==> src/rtl/mml_pkg.sv <==
// Package with the types, constant tables and command codes of the music player.
package mml_pkg;

    localparam int SONG_AW = 12;
    localparam int PULSES = 3;
    localparam int DRUM_BYTES = 127;

    localparam logic [1:0] REQ_LOAD = 2'd0;
    localparam logic [1:0] REQ_PLAY = 2'd1;
    localparam logic [1:0] REQ_STOP = 2'd2;
    localparam logic [1:0] REQ_TICK = 2'd3;

    localparam logic [3:0] HI_REST = 4'd0;
    localparam logic [3:0] HI_OCTAVE = 4'd13;
    localparam logic [3:0] HI_VOLUME = 4'd14;
    localparam logic [3:0] HI_ESCAPE = 4'd15;

    localparam logic [3:0] ESC_LOOP_START = 4'd0;
    localparam logic [3:0] ESC_LOOP_END = 4'd1;
    localparam logic [3:0] ESC_CALL = 4'd2;
    localparam logic [3:0] ESC_TEMPO = 4'd3;
    localparam logic [3:0] ESC_SKIP2A = 4'd4;
    localparam logic [3:0] ESC_SKIP2B = 4'd5;
    localparam logic [3:0] ESC_SKIP1 = 4'd6;
    localparam logic [3:0] ESC_RETURN = 4'd15;

    // Commands from the controller to the datapath.
    typedef struct packed {
        logic       load;
        logic       play;
        logic       stop;
        logic       tick;      // sampler and pulse step, tempo count
        logic       hdr_lo;    // capture high byte of a pointer
        logic       rd;        // issue a song memory read at the current address
        logic [1:0] addr_sel;  // 0 voice pointer, 1 pointer+1, 2 header, 3 header+1
        logic       set_ptr;   // read pointer of voice from assembled pointer
        logic       exec;      // interpret the command byte just read
        logic       exec_arg;  // interpret an escape with its argument
        logic       dec_len;   // count down note length
        logic [1:0] voice;
    } mml_cmd_t;

    // Status from the datapath back to the controller.
    typedef struct packed {
        logic active;
        logic reload;      // tempo count is zero at this tick
        logic len_zero;
        logic done;        // a note or rest ended the chain
        logic need_arg;    // escape needs its argument byte
        logic need_ptr;    // escape jumps through a pointer
    } mml_stat_t;

    function automatic logic [10:0] note_period(input logic [3:0] idx);
        logic [10:0] r;
        unique case (idx)
            4'd0: r = 11'd1024;
            4'd1: r = 11'd967;
            4'd2: r = 11'd912;
            4'd3: r = 11'd861;
            4'd4: r = 11'd813;
            4'd5: r = 11'd767;
            4'd6: r = 11'd724;
            4'd7: r = 11'd683;
            4'd8: r = 11'd645;
            4'd9: r = 11'd609;
            4'd10: r = 11'd575;
            4'd11: r = 11'd542;
            default: r = 11'd255;
        endcase
        return r;
    endfunction

    function automatic logic [7:0] drum_start(input logic [2:0] idx);
        logic [7:0] r;
        unique case (idx)
            3'd0: r = 8'd0;
            3'd1: r = 8'd19;
            3'd2: r = 8'd34;
            3'd3: r = 8'd74;
            3'd4: r = 8'd118;
            default: r = 8'd126;
        endcase
        return r;
    endfunction

    localparam logic [7:0] DRUM_ROM [0:DRUM_BYTES-1] = '{
        8'hAA,8'hB6,8'h87,8'hF8,8'h84,8'h37,8'hE8,8'hC1,8'h07,8'h3D,8'hF8,8'hE0,8'h91,8'h87,
        8'h07,8'h0F,8'h0F,8'h1B,8'h1E,
        8'hAA,8'h2A,8'h33,8'h33,8'h33,8'h33,8'h33,8'hCD,8'hCC,8'hCC,8'hCC,8'hAC,8'h99,8'h31,
        8'h33,
        8'h95,8'hB2,8'h00,8'hE3,8'hF0,8'h00,8'hFF,8'h00,8'hFE,8'h00,8'h00,8'h00,8'hFF,8'hFF,
        8'hFF,8'h25,8'h00,8'h00,8'h00,8'h00,8'hFF,8'hF7,8'hFF,8'hFF,8'hFF,8'hBF,8'h12,8'h00,
        8'h80,8'h00,8'h00,8'h00,8'h00,8'hEE,8'hFF,8'hFF,8'hFF,8'hF7,8'hFF,8'hFE,
        8'h9A,8'h9A,8'hAA,8'h96,8'h74,8'h95,8'h8A,8'hDE,8'h74,8'hA0,8'hF7,8'h25,8'h74,8'h68,
        8'hFF,8'h5B,8'h41,8'h80,8'hD4,8'hFD,8'hDE,8'h12,8'h04,8'h24,8'hED,8'hFB,8'h5B,8'h25,
        8'h04,8'h91,8'h6A,8'hDF,8'h77,8'h15,8'h02,8'h22,8'hD5,8'h7A,8'hEF,8'hB6,8'h24,8'h84,
        8'hA4,8'hDA,
        8'h9A,8'h74,8'hD4,8'h33,8'h33,8'hE8,8'hE8,8'h55,8'h55 };

endpackage

==> src/rtl/mml_controller.sv <==
// Controller of the music player: request decode and per-voice command sequencing.
module mml_controller
    import mml_pkg::*;
#(
    parameter int MAX_COMMANDS = 64
) (
    input  logic      aclk,
    input  logic      aresetn,
    input  logic      in_valid,
    input  logic [1:0] req_type,
    output logic      in_ready,
    output logic      out_load,
    input  logic      out_free,
    input  mml_stat_t stat,
    output mml_cmd_t  cmd
);
    localparam int NW = $clog2(MAX_COMMANDS + 1);
    localparam logic [3:0] S_IDLE = 4'd0, S_HDR = 4'd1, S_HDRW = 4'd2, S_HDR2 = 4'd3,
        S_HDRSET = 4'd4, S_VOICE = 4'd5, S_FETCH = 4'd6, S_EXEC = 4'd7, S_ARG = 4'd8,
        S_ARGX = 4'd9, S_PTR = 4'd10, S_PTRW = 4'd11, S_PTR2 = 4'd12, S_PTRSET = 4'd13,
        S_DONE = 4'd14;

    logic [3:0] state_reg, state_next;
    logic [1:0] voice_reg, voice_next;
    logic [NW-1:0] n_reg, n_next;
    logic call_reg, call_next; // the escape whose argument is read jumps through a pointer

    assign in_ready = (state_reg == S_IDLE) && out_free;

    always_ff @(posedge aclk) begin
        if (!aresetn) begin
            state_reg <= S_IDLE; voice_reg <= '0; n_reg <= '0; call_reg <= 1'b0;
        end else begin
            state_reg <= state_next; voice_reg <= voice_next; n_reg <= n_next;
            call_reg <= call_next;
        end
    end

    always_comb begin
        state_next = state_reg; voice_next = voice_reg; n_next = n_reg;
        call_next = call_reg;
        cmd = '0; cmd.voice = voice_reg; out_load = 1'b0;
        unique case (state_reg)
            S_IDLE: begin
                if (in_valid && in_ready) begin
                    unique case (req_type)
                        REQ_LOAD: begin cmd.load = 1'b1; out_load = 1'b1; end
                        REQ_STOP: begin cmd.stop = 1'b1; out_load = 1'b1; end
                        REQ_PLAY: begin
                            cmd.play = 1'b1; cmd.voice = 2'd0; voice_next = 2'd0;
                            state_next = S_HDR;
                        end
                        default: begin
                            if (stat.active) begin
                                cmd.tick = 1'b1;
                                if (stat.reload) begin
                                    voice_next = 2'd0; state_next = S_VOICE;
                                end else out_load = 1'b1;
                            end else out_load = 1'b1;
                        end
                    endcase
                end
            end
            S_HDR: begin cmd.rd = 1'b1; cmd.addr_sel = 2'd2; state_next = S_HDRW; end
            S_HDRW: begin cmd.hdr_lo = 1'b1; state_next = S_HDR2; end
            S_HDR2: begin cmd.rd = 1'b1; cmd.addr_sel = 2'd3; state_next = S_HDRSET; end
            S_HDRSET: begin
                cmd.set_ptr = 1'b1;
                if (voice_reg == 2'd3) begin
                    out_load = 1'b1; state_next = S_IDLE;
                end else begin
                    voice_next = voice_reg + 2'd1; state_next = S_HDR;
                end
            end
            S_VOICE: begin
                n_next = '0;
                if (!stat.len_zero) begin
                    cmd.dec_len = 1'b1; state_next = S_DONE;
                end else state_next = S_FETCH;
            end
            S_FETCH: begin
                if (n_reg == NW'(MAX_COMMANDS)) state_next = S_DONE;
                else begin
                    cmd.rd = 1'b1; cmd.addr_sel = 2'd0; state_next = S_EXEC;
                end
            end
            S_EXEC: begin
                n_next = n_reg + NW'(1);
                call_next = stat.need_ptr;
                if (stat.need_arg) begin
                    cmd.exec = 1'b1; state_next = S_ARG;
                end else if (stat.need_ptr) begin
                    cmd.exec = 1'b1; state_next = S_PTR;
                end else begin
                    cmd.exec = 1'b1;
                    state_next = stat.done ? S_DONE : S_FETCH;
                end
            end
            S_ARG: begin cmd.rd = 1'b1; cmd.addr_sel = 2'd1; state_next = S_ARGX; end
            S_ARGX: begin
                cmd.exec_arg = 1'b1;
                state_next = call_reg ? S_PTR : S_FETCH;
            end
            S_PTR: begin cmd.rd = 1'b1; cmd.addr_sel = 2'd2; state_next = S_PTRW; end
            S_PTRW: begin cmd.hdr_lo = 1'b1; state_next = S_PTR2; end
            S_PTR2: begin cmd.rd = 1'b1; cmd.addr_sel = 2'd3; state_next = S_PTRSET; end
            S_PTRSET: begin cmd.set_ptr = 1'b1; state_next = S_FETCH; end
            S_DONE: begin
                if (voice_reg == 2'd3) begin
                    out_load = 1'b1; state_next = S_IDLE;
                end else begin
                    voice_next = voice_reg + 2'd1; state_next = S_VOICE;
                end
            end
            default: state_next = S_IDLE;
        endcase
    end
endmodule

==> config.mk <==
export PLATFORM = sky130hd
export DESIGN_NAME = mml_controller
export DESIGN_NICKNAME = d
export VERILOG_FILES = /design/src/rtl/mml_pkg.sv /design/src/rtl/mml_controller.sv
export SDC_FILE = /design/constraint.sdc
export NUM_CORES = 1
export LEC_CHECK = 0
export BUFFER_PORTS_ARGS = -buffer_cell sky130_fd_sc_hd__buf_2
export CAP_MARGIN = 20
export CORE_MARGIN = 1
export CORE_UTILIZATION = 46
export DETAILED_ROUTE_END_ITERATION = 10
export PLACE_DENSITY_LB_ADDON = 0.25
export SLEW_MARGIN = 20
export SYNTH_ARGS = -nofsm -noshare
export SYNTH_HDL_FRONTEND = slang
export SYNTH_SLANG_ARGS = --single-unit
==> constraint.sdc <==
create_clock -name aclk -period 1.85 [get_ports aclk]
set_clock_uncertainty 0.05 [all_clocks]
set_input_delay 0.37 -clock aclk [delete_from_list [all_inputs] [get_ports aclk]]
set_output_delay 0.37 -clock aclk [all_outputs]
set_load 0.01 [all_outputs]
# ---- Word level (Yosys, flattened, before mapping)
# Cells that the tools add are included.
dict set report word_totals {
  reg_bits 14
  latchBits 0
  ram_bits 0
  romBits 0
  output_inout_bits 16
  wordCells 88
  n_memories 0
}
dict set report op_classes {
  n_addsub 2
  multipliers 0
  div 0
  order_cmp 0
  n_eq_ne 23
  shift 0
  n_mux 44
  bitwise 0
  n_reduce_logical 15
}
# cell count
set op_table {}
lappend op_table {{$pmux W4 S15} 1}
lappend op_table {{$mux W4} 11}
lappend op_table {{$eq A4 B4 Y1 const B} 7}
lappend op_table {{$eq A4 B3 Y1 const B} 4}
lappend op_table {{$mux W1} 16}
lappend op_table {{$mux W2} 7}
lappend op_table {{$pmux W7 S2} 1}
lappend op_table {{$pmux W3 S4} 1}
lappend op_table {{$reduce_or A2 Y1} 6}
lappend op_table {{$eq A4 B2 Y1 const B} 2}
lappend op_table {{$pmux W2 S2} 2}
lappend op_table {{$pmux W4 S2} 1}
lappend op_table {{$add A7 B1 Y7 const B} 1}
lappend op_table {{$eq A7 B7 Y1 const B} 1}
lappend op_table {{$mux W3} 2}
lappend op_table {{$ne A3 B2 Y1 const B} 2}
lappend op_table {{$reduce_and A6 Y1} 1}
lappend op_table {{$eq A2 B2 Y1 const B} 2}
lappend op_table {{$eq A4 B1 Y1 const B} 1}
lappend op_table {{$logic_not A4 Y1} 1}
lappend op_table {{$ne A2 B2 Y1 const B} 2}
lappend op_table {{$pmux W1 S2} 2}
lappend op_table {{$reduce_and A4 Y1} 1}
lappend op_table {{$reduce_bool A2 Y1} 2}
lappend op_table {{6 further kinds} 7}

# ---- Logic depth before layout (Yosys ltp)
# Gate-level depths: netlist of the first run.
dict set report depth {
  ltp_word 5
  depth_mapped 6
}

# ---- Worst setup path before layout of the first run
# OpenSTA, ideal clock, no wires.
dict set report synth_path {
  path_kind {reg-to-output}
  start {register n_reg[0]}
  end {output port cmd[8] (netlist name)}
  t_arrival_ns 1.402
  t_required_ns 1.430
  setup_slack_ns 0.028
  stages_incl_launch_ff 7
  cell_sequence {dfxtp_1 inv_1 ha_1 or4b_1 nor3b_2 o31a_1 o22ai_1}
}
# item line_no
set synth_lines {}
lappend synth_lines {{start: declaration} mml_controller.sv:25} ;# logic [NW-1:0] n_reg, n_next;
lappend synth_lines {{start signal: assignment} mml_controller.sv:34} ;# state_reg <= state_next; voice_reg <= voice_next; n_reg <= n_next;
lappend synth_lines {{end: declaration} mml_controller.sv:15} ;# output mml_cmd_t cmd

==> metrics.yaml, run 1 <==
outcome: "complete, but fails checks"
violations: "negative setup slack"
wl_per_cell_um: 14.9
min_period_ns: 2.26
nFillCells: 168
critical_path_peak_fanout: 2
fin_cells: 206
cp_data_required_time_ns: 1.43
worst_pin_slew_ns: 0.510
htree_levels: 1
syn_inst: 134
clock_path_buffers: 2
die-width_um: 49.5
layout.nets: 196
ys.flop_type: "dfxtp_1"
rows: 16
cp_data_arrival_time_ns: 1.84
ys_warn_count: 0
power_frac_comb: 0.415
clk_pin_slew_ns: 0.09
post-place-ws_ns: -0.116
num_io_pins: 28
grt_max_degree: 13
start_util: 0.509
syn-num-nets: 149
core_area_um2: 2040
dpl_cell_area_um2: 1280
cts.sinks: 14
finalCritPeriodShare: 1.22
clkLatencyLatePin_ns: 0.28
port_buffers: 27
cts_root_buf: "clkbuf_4"
viasPerCell: 5.89
seq_power_share: 0.382
fp.dieArea_um2: 2450
critPathSlowestCell: "or4b_4"
place_congestion: 0.859
crit_type: "register to output pin"
hold_viol_final: 0
layout_setup_ws_ns: -0.415
die_height_um: 49.5
drive_above_1_share: 0.447
synth_seq_cells: 14
final_area_um2: 1490
dr_total_vias: 1214
cts_tree: "built"
cap_violations: 0
swShare: 0.348
synth_area_per_cell_um2: 7.76
max_stage_delay_ns: 0.46
place_inst: 195
drt_iter0_drc: 48
grt.total_usage: 0.244
largest_reg_flops: 7
synth_area_um2: 1040
maxSlewHeadroom: 0.657
ys_seq_area_frac: 0.270
crit_path_cell_trace: "inv_2, ha_4, or4b_4, nor3b_4, o31a_1, o22ai_1, buf_2"
reg2reg_depth: 7
totalWireLength_um: 3070
setup_viol: 9
ant_nets: 0
n_antenna_cell: 0
overflow: 0
seq_area_um2: 293
antenna_found_initial: 0
p_int_w: 0.000572
dp_hpwl_um: 2000
cts_made_buffers: 3
clkPwrFrac: 0.203
drc: 0
holdBufCountCts: 0
rsz0062_at_grt: "yes"
p_leak_nw: 0.644
fmax_ghz: 0.442
grt_pass1_wl_um: 4680
critPathLaunchType: "register"
endpoint_kind: "output pin"
first_pass_iters: 4
multiInputGateArea_um2: 793
utilization: 0.728
power_switching_w: 0.000304
synth-async-reset-ratio: 0
grt_pass1_vias: 1062
synth_edf_count: 0
holdPathStages: 3
syn_to_final_growth_pct: 43.0
final_max_slew_viol_count: 0
ir_worst_vdd_v: 0.000423
cellPowerDensity_nw_per_um2: 589
ys_types: 46
min_path_type: "input pin to register"
[worst paths after layout]
| kind | from | endpoint | slack (ns) |
|---|---|---|---|
| worst max-delay path | n_reg[0] | cmd[8] | -0.41 |
| worst min register to register | call_reg | call_reg | 0.48 |
| worst min-delay path | stat[0] | call_reg | 0.33 |
| worst max register to register | n_reg[0] | state_reg[0] | 0.15 |
[worst max-delay path, delay by kind of cell (launching register included)]
family | cells | cell delay (ns)
simple gates | 2 | 0.67
flops | 1 | 0.33
compound gates | 2 | 0.24
fa+ha+maj | 1 | 0.11
buf+inv | 2 | 0.21
[logic make-up after synthesis]
family          synth area share
simple gates               0.395
compound gates             0.208
flops                      0.270
buf+inv                   0.0553
xor+xnor                  0.0253
fa+ha+maj                 0.0361
mux                       0.0108
[cell type report]
type / count / area share
inverter: 5 / 0.0126
multi-input combinational: 107 / 0.534
tap: 27 / 0.0227
clock buffer: 3 / 0.0152
timing repair buffer: 50 / 0.219
sequential: 14 / 0.197
[through the flow]
| step | hold WS (ns) | total power [W] | TNS (ns) |
|---|---|---|---|
| finish | 0.332 | 0.000876 | -0.856 |
| global route | 0.335 | 0.000920 | -1.60 |
| CTS | 0.297 | 0.000841 | -0.534 |
| detailed placement | 0.441 | 0.000629 | -0.116 |
| global placement | 0.432 | 0.000620 | -0.0821 |
| floorplan | 0.399 | 0.000528 | 0 |
[layer usage]
layer / track usage / vias to the layer above / share of wire
li1: - / 577 / -
met1: 0.306 / 577 / 0.41
met2: 0.423 / 56 / 0.52
met3: 0.0556 / 4 / 0.064
met4: 0.0429 / 0 / 0.0062
met5: 0 / - / 0
[cells in the mapped netlist, types with 2 or more instances]
cell type / count / area (um2)
a21oi_1: 6 / 30.0
buf_2: 7 / 35.0
inv_1: 5 / 18.8
xor2_1: 3 / 26.3
nand3_1: 5 / 25.0
ha_1: 3 / 37.5
a211oi_1: 2 / 15.0
nand4_1: 2 / 12.5
nand2_1: 9 / 33.8
and3_1: 4 / 25.0
nor2b_1: 9 / 56.3
o22ai_1: 4 / 25.0
o21ai_0: 6 / 30.0
nor3_1: 3 / 15.0
nor2_1: 10 / 37.5
and2_1: 2 / 12.5
nor3b_1: 6 / 45.0
dfxtp_1: 14 / 280
nor3b_2: 2 / 25.0
nand2b_1: 6 / 37.5
[power by group through the flow]
stage                     clock network [W]  logic [W]  registers [W]
final                              0.000178   0.000363       0.000335
after global routing               0.000192   0.000392       0.000336
after CTS                          0.000178   0.000328       0.000335
after detailed placement                  0   0.000289       0.000340
after global placement                    0   0.000281       0.000339
after floorplan                           0   0.000195       0.000332
[repair_timing]
item,in CTS,in global routing
gates resized for setup,18,16
endpoints found under the setup margin,13,13
pin swaps,5,7
cloned,0,0
setup buffers,4,4
[cells in the final DEF (no fill, tap or decap), types with 2 or more instances in the layout]
cell,netlist,routed
xor2_1,3,3
inv_1,5,2
o21ai_0,6,6
dfxtp_1,14,8
buf_6,0,4
buf_4,0,20
nor3b_1,6,5
ha_1,3,2
dfxtp_4,0,2
nand3_1,5,4
nor2_1,10,9
dfxtp_2,0,4
a21oi_1,6,6
inv_2,0,3
nor4_4,1,2
nand2_1,9,9
nor3_1,3,2
and2_1,2,2
nor3b_2,2,2
nand2b_1,6,5
buf_2,7,26
nand4_1,2,2
and3_1,4,3
o22ai_1,4,4
a211oi_1,2,2
nor2b_1,9,8
clkbuf_4,0,3
No activity file was read; power rests on OpenSTA's default activity.
==> run 2, diff against run 1 <==
ABC_AREA = 1   (was default)
==> run 2 against run 1 <==
  * The flow still finishes with violations (negative setup slack)
  * Combinational power rose by 130%
  * Synthesized cell count grew 24%
  * Clock power rose by 30%
  * Largest power group unchanged
  * Wire length is 11% lower
  * Sequential share of layout area rose by 2.3 points
  * Highest routed layer unchanged
  * Power increased by 70%
  * Critical path depth unchanged
  * Critical path type unchanged
  * Count of clock-buffer cells in the layout rose by 1
  * Synthesized area down 2.3%
  * Critical endpoint is now cmd[1]
==> metrics.yaml, run 2 <==
cap_violations: 0  # unchanged
synth_most_common_cell: "nand2_1"  # was dfxtp_1
drive_above_1_share: 0.353  # was 0.447
violations: "negative setup slack"  # unchanged
max_stage_delay_ns: 0.39  # was 0.46 ns
totalWireLength_um: 2740  # was 3070 um
drc: 0  # unchanged
dp_hpwl_um: 2030  # was 2000 um
finalCritPeriodShare: 1.02  # was 1.22
place_inst: 221  # was 195
cp_top_family: "simple AND/OR/NAND/NOR gates"  # unchanged
grt_max_degree: 9  # was 13
htree_levels: 1  # unchanged
p_leak_nw: 0.666  # was 0.644 nW
drt_iter0_drc: 41  # was 48
clkLatencyLatePin_ns: 0.30  # was 0.28 ns
antenna_found_initial: 0  # unchanged
final_common_cell: "nand2_1"  # was buf_2
min_path_type: "input pin to register"  # unchanged
synthTopCellsByArea: "dfxtp_1, nand2_1, inv_1"  # was dfxtp_1, nor2b_1, nor3b_1
cp_data_required_time_ns: 1.43  # about the same
cpMostUsedCell: "nor2_4"
critPathLaunchType: "register"  # unchanged
synth_edf_count: 0  # unchanged
multiInputGateArea_um2: 704  # was 793 um2
overflow: 0  # unchanged
crit_path_cell_trace: "nor2_4, nand2_4, nor2_4, nand2_4, nor2_4, nor2_1, buf_2"  # was inv_2, ha_4, or4b_4, nor3b_4, o31a_1, o22ai_1, buf_2
rsz0062_at_grt: "yes"  # unchanged
num_io_pins: 28  # unchanged
p_int_w: 0.000795  # was 0.000572 W
n_antenna_cell: 0  # unchanged
crit_buf_inv: 1  # was 2
clock_path_buffers: 2  # unchanged
dr_total_vias: 1204  # was 1214
synth_area_per_cell_um2: 6.12  # was 7.76 um2
reg2reg_depth: 8  # was 7
wl_per_cell_um: 12.0  # was 14.9 um
cp_data_arrival_time_ns: 1.46  # was 1.84 ns
setup_viol: 6  # was 9
critical_path_peak_fanout: 7  # was 2
syn_to_final_growth_pct: 32.3  # was 43.0%
power_switching_w: 0.000691  # was 0.000304 W
synth_seq_cells: 14  # unchanged
seq_area_um2: 295  # was 293 um2
synth-async-reset-ratio: 0  # unchanged
clkPwrFrac: 0.155  # was 0.203
ys_types: 20  # was 46
fp.dieArea_um2: 2400  # was 2450 um2
outcome: "complete, but fails checks"  # unchanged
layout_setup_ws_ns: -0.0320  # was -0.415 ns
ys.flop_type: "dfxtp_1"  # unchanged
first_pass_iters: 4  # unchanged
endpoint_kind: "output pin"  # unchanged
rows: 16  # unchanged
synth_commonest_cells: "nand2_1, inv_1, nor2_1"  # was dfxtp_1, nor2_1, nand2_1, nor2b_1, buf_2
post-place-ws_ns: 0.162  # was -0.116 ns
grt_pass1_vias: 1068  # was 1062
syn-num-nets: 181  # was 149
holdPathStages: 3  # unchanged
cellPowerDensity_nw_per_um2: 1110  # was 589 nW/um2
tns_ns: -0.100  # was -0.856 ns
final_max_slew_viol_count: 0  # unchanged
yosys.area.top_type: "dfxtp_1"  # unchanged
port_buffers: 27  # unchanged
ant_nets: 0  # unchanged
seq_power_share: 0.292  # was 0.382
mostFrequentLayoutCells: "nand2_1, buf_2, inv_1, nor2_1, a21oi_1"  # was buf_2, buf_4, nor2_1, nand2_1
cts_tree: "built"  # unchanged
hold_viol_final: 0  # unchanged
p_total_w: 0.00149  # was 0.000876 W
syn_inst: 166  # was 134
ir_worst_vdd_v: 0.000694  # was 0.000423 V
place_congestion: 0.954  # was 0.859
critPathSlowestCell: "dfxtp_4"  # was or4b_4
synth_area_um2: 1020  # was 1040 um2
grt.total_usage: 0.236  # was 0.244
nFillCells: 192  # was 168
ys_warn_count: 0  # unchanged
grt_pass1_wl_um: 4410  # was 4680 um
utilization: 0.665  # was 0.728
cp.depth: 7  # unchanged
largest_reg_flops: 7  # unchanged
layout.nets: 217  # was 196
yosysTopAreaCellShare: 0.276  # was 0.270
cts.sinks: 14  # unchanged
cts_root_buf: "clkbuf_4"  # unchanged
fin_cells: 228  # was 206
cts_made_buffers: 3  # unchanged
swShare: 0.465  # was 0.348
viasPerCell: 5.28  # was 5.89
worst_pin_slew_ns: 0.268  # was 0.510 ns
core_area_um2: 2020  # was 2040 um2
crit_type: "register to output pin"  # unchanged
ys_seq_area_frac: 0.276  # was 0.270
die_height_um: 49.0  # was 49.5 um
clk_pin_slew_ns: 0.10  # was 0.09 ns
min_period_ns: 1.88  # was 2.26 ns
fmax_ghz: 0.531  # was 0.442 GHz
maxSlewHeadroom: 0.821  # was 0.657
power_frac_comb: 0.553  # was 0.415
start_util: 0.502  # was 0.509
die-width_um: 49.0  # was 49.5 um
==> run 2: cell types whose count changed in the layout (fill, tap and decap cells not counted), moves of 6 or more <==
cell | before | now
a21oi_1 | 6 | 12
buf_4 | 20 | 4
nand2_1 | 9 | 29
inv_1 | 2 | 25
nor2_1 | 9 | 20
nor2b_1 | 8 | 0
nand3_1 | 4 | 11
nand2_2 | 0 | 7
==> run 2: repair_timing <==
action	in CTS	in global routing
hold endpoints to repair	0	0
endpoints found under the setup margin	9	9
setup buffers	0	3
hold buffers	0	0
gates resized for setup	12	22
pin swaps	2	5
==> run 2: worst min-delay path, delay by kind of cell <==
kind | cells | cell delay (ns)
AO/OA/AOI/OAI | 1 | 0.11
buffers and inverters | 2 | 0.14
==> run 2: final timing paths <==
check               startpoint  endpoint  slack (ns)
hold / removal         stat[0]  call_reg        0.30
setup reg to reg  state_reg[2]  n_reg[6]        0.39
hold reg to reg       n_reg[6]  n_reg[6]        0.42
setup / recovery  state_reg[0]    cmd[1]       -0.03
==> run 2: power groups by stage <==
stage	clock, W	sequential, W	combinational (W)
2_1_floorplan	0	0.000396	0.000487
3_3_place_gp	0	0.000402	0.000657
3_5_place_dp	0	0.000404	0.000665
5_1_grt	0.000251	0.000445	0.000910
4_1_cts	0.000237	0.000417	0.000689
6_report	0.000231	0.000434	0.000822
==> run 2: metrics by stage <==
step | hold WS (ns) | area, um2
floorplan | 0.372 | 1020
global placement | 0.391 | 1190
detailed placement | 0.400 | 1190
CTS | 0.300 | 1260
global route | 0.332 | 1340
finish | 0.299 | 1340
==> run 2: routing by layer <==
metal  up-vias  part of all wire  global-route usage
met5         -                 0                   0
met4         0             0.020               0.142
met3         7             0.038              0.0249
met2        34              0.49               0.394
met1       548              0.45               0.291
li1        615                 -                   -
==> run 2: layout make-up <==
| class | count | area share |
|---|---|---|
| tap | 27 | 0.0251 |
| sequential | 14 | 0.220 |
| multi-input combinational | 123 | 0.524 |
| timing repair buffer | 31 | 0.123 |
| clock buffer | 4 | 0.0270 |
| inverter | 29 | 0.0810 |
==> run 2: kinds of logic after synthesis <==
| kind of cell | count (synthesis) | synth area share |
|---|---|---|
| compound gates | 28 | 0.165 |
| buf+inv | 29 | 0.107 |
| flops | 14 | 0.276 |
| simple gates | 92 | 0.415 |
| fa+ha+maj | 3 | 0.0369 |
==> run 3, diff against run 2 <==
ABC_AREA = default   (was 1)
CORE_UTILIZATION = 48   (was 46)
CTS_BUF_LIST = sky130_fd_sc_hd__clkbuf_4 sky130_fd_sc_hd__clkbuf_8   (was default)
==> run 3 against run 2 <==
  * The run still ends with negative setup slack left
  * Hold slack gained 0.0044 ns
  * Critical path depth is the same
  * Register-to-register slack lost 0.18 ns
  * Global-route usage grew 2.2 points
  * Sequential power shrank 22%
  * Power shrank 38%
  * Core utilization grew 7.5 points
  * Largest cell class unchanged
  * Via count shrank 3.6%
  * Die area shrank 1.8%
  * Combinational power shrank 56%
  * Highest routed layer unchanged
  * Setup slack lost 0.42 ns
==> metrics.yaml, run 3 (synthesis results as in run 1) <==
totalWireLength_um: 2830  # was 2740 um
nFillCells: 157  # was 192
clkLatencyLatePin_ns: 0.27  # was 0.30 ns
ir_worst_vdd_v: 0.000456  # was 0.000694 V
core_area_um2: 2000  # was 2020 um2
drive_above_1_share: 0.444  # was 0.353
cts_tree: "built"  # unchanged
die_height_um: 48.5  # was 49.0 um
critPathLaunchType: "register"  # unchanged
viasPerCell: 5.66  # was 5.28
p_leak_nw: 0.643  # was 0.666 nW
cts_made_buffers: 3  # unchanged
antenna_found_initial: 0  # unchanged
crit_type: "register to output pin"  # unchanged
die-width_um: 48.5  # was 49.0 um
cp_data_arrival_time_ns: 1.88  # was 1.46 ns
hold_viol_final: 0  # unchanged
fmax_ghz: 0.435  # was 0.531 GHz
violations: "negative setup slack"  # unchanged
mostFrequentLayoutCells: "buf_2, buf_4, nand2_1, dfxtp_1"  # was nand2_1, buf_2, inv_1, nor2_1, a21oi_1
fin_cells: 205  # was 228
first_pass_iters: 4  # unchanged
largest_reg_flops: 7  # unchanged
final_common_cell: "buf_2"  # was nand2_1
grt_pass1_wl_um: 4730  # was 4410 um
holdBufCountCts: 0  # unchanged
finalCritPeriodShare: 1.24  # was 1.02
p_total_w: 0.000915  # was 0.00149 W
num_io_pins: 28  # unchanged
worst_pin_slew_ns: 0.466  # was 0.268 ns
r2r-start: "state_reg[0]"  # was state_reg[2]
dp_hpwl_um: 2010  # was 2030 um
syn_to_final_growth_pct: 42.5  # was 32.3%
outcome: "complete, but fails checks"  # unchanged
clock_path_buffers: 2  # unchanged
start_util: 0.519  # was 0.502
r2r-end: "state_reg[0]"  # was n_reg[6]
grt_pass1_vias: 1109  # was 1068
place_inst: 196  # was 221
cellPowerDensity_nw_per_um2: 618  # was 1110 nW/um2
min_path_type: "input pin to register"  # unchanged
cp_data_required_time_ns: 1.43  # about the same
maxSlewHeadroom: 0.686  # was 0.821
endpoint: "cmd[8]"  # was cmd[1]
n_antenna_cell: 0  # unchanged
final_max_slew_viol_count: 0  # unchanged
port_buffers: 27  # unchanged
crit_path_start: "n_reg[0]"  # was state_reg[0]
htree_levels: 1  # unchanged
grt.total_usage: 0.258  # was 0.236
clk_pin_slew_ns: 0.08  # was 0.10 ns
cts_root_buf: "clkbuf_4"  # unchanged
rows: 16  # unchanged
dpl_cell_area_um2: 1290  # was 1190 um2
layout_setup_ws_ns: -0.449  # was -0.0320 ns
min_period_ns: 2.30  # was 1.88 ns
rsz0062_at_grt: "yes"  # unchanged
place_congestion: 0.872  # was 0.954
drt_iter0_drc: 40  # was 41
final_area_um2: 1480  # was 1340 um2
dr_total_vias: 1161  # was 1204
wl_per_cell_um: 13.8  # was 12.0 um
reg2reg_depth: 6  # was 8
endpoint_kind: "output pin"  # unchanged
setup_viol: 9  # was 6
grt_max_degree: 17  # was 9
layout.nets: 194  # was 217
critical_path_peak_fanout: 3  # was 7
cap_violations: 0  # unchanged
post-place-ws_ns: -0.152  # was 0.162 ns
fp.dieArea_um2: 2360  # was 2400 um2
overflow: 0  # unchanged
drc: 0  # unchanged
ant_nets: 0  # unchanged
cts.sinks: 14  # unchanged
reg2reg_slack_ns: 0.21  # was 0.39 ns
[run 3: cell types whose count changed in the layout (fill, tap and decap cells not counted), sizes merged, moves of 5 or more]
cell,change
inv,-24
nor2b,+9
nor2,-18
nor3b,+7
buf,+17
and3,+5
nand3,-7
nand2,-31
nand2b,+6
a21oi,-5
[run 3: final cells by class]
class / count / area [um2] / share of cell area
inverter: 5 / 18.8 / 0.0127
sequential: 14 / 294 / 0.198
multi-input combinational: 107 / 786 / 0.530
tap: 27 / 33.8 / 0.0228
clock buffer: 4 / 36.3 / 0.0245
timing repair buffer: 48 / 313 / 0.211
[run 3: worst min-delay path by stage]
stage	slack [ns]	to	start	cells past startpoint
6_report	0.30	call_reg	stat[0]	3
5_1_grt	0.30	call_reg	stat[0]	3
4_1_cts	0.30	call_reg	stat[0]	3
3_5_place_dp	0.45	call_reg	call_reg	2
3_3_place_gp	0.44	call_reg	call_reg	2
2_1_floorplan	0.40	call_reg	call_reg	2
[run 3: through the flow]
stage,hold WS [ns],TNS [ns],util
floorplan,0.399,0,-
finish,0.303,-1.07,0.740
CTS,0.296,-0.827,0.698
global route,0.303,-1.92,0.740
detailed placement,0.445,-0.152,0.644
global placement,0.435,-0.121,0.644
[run 3: power by group]
group	switching [W]	internal, W	leakage [nW]
Combinational	0.000176	0.000184	0.506
Clock	0.0000983	0.000120	0.0210
Sequential	0.0000211	0.000317	0.116
Total	0.000295	0.000620	0.643
[run 3: worst max-delay path: stages, from the launching register on]
cell and delay (ns):
dfxtp_2 0.34, inv_2 0.08, ha_4 0.12, or4b_4 0.46, nor3b_4 0.25, o31a_1 0.16
o22ai_1 0.06, buf_2 0.14
[run 3: metal layers]
| layer | global-route usage | wire (um) | up-vias |
|---|---|---|---|
| met2 | 0.446 | 1440 | 45 |
| li1 | - | - | 571 |
| met1 | 0.303 | 1190 | 541 |
| met4 | 0.108 | 39 | 0 |
| met3 | 0.0629 | 168 | 4 |
| met5 | 0 | 0 | - |
[run 3: what timing repair did]
| action | in CTS | in global routing |
|---|---|---|
| pin swaps | 4 | 8 |
| setup endpoints to repair | 11 | 13 |
| resized for setup | 17 | 15 |
| setup buffers | 2 | 3 |
| cloned | 0 | 0 |
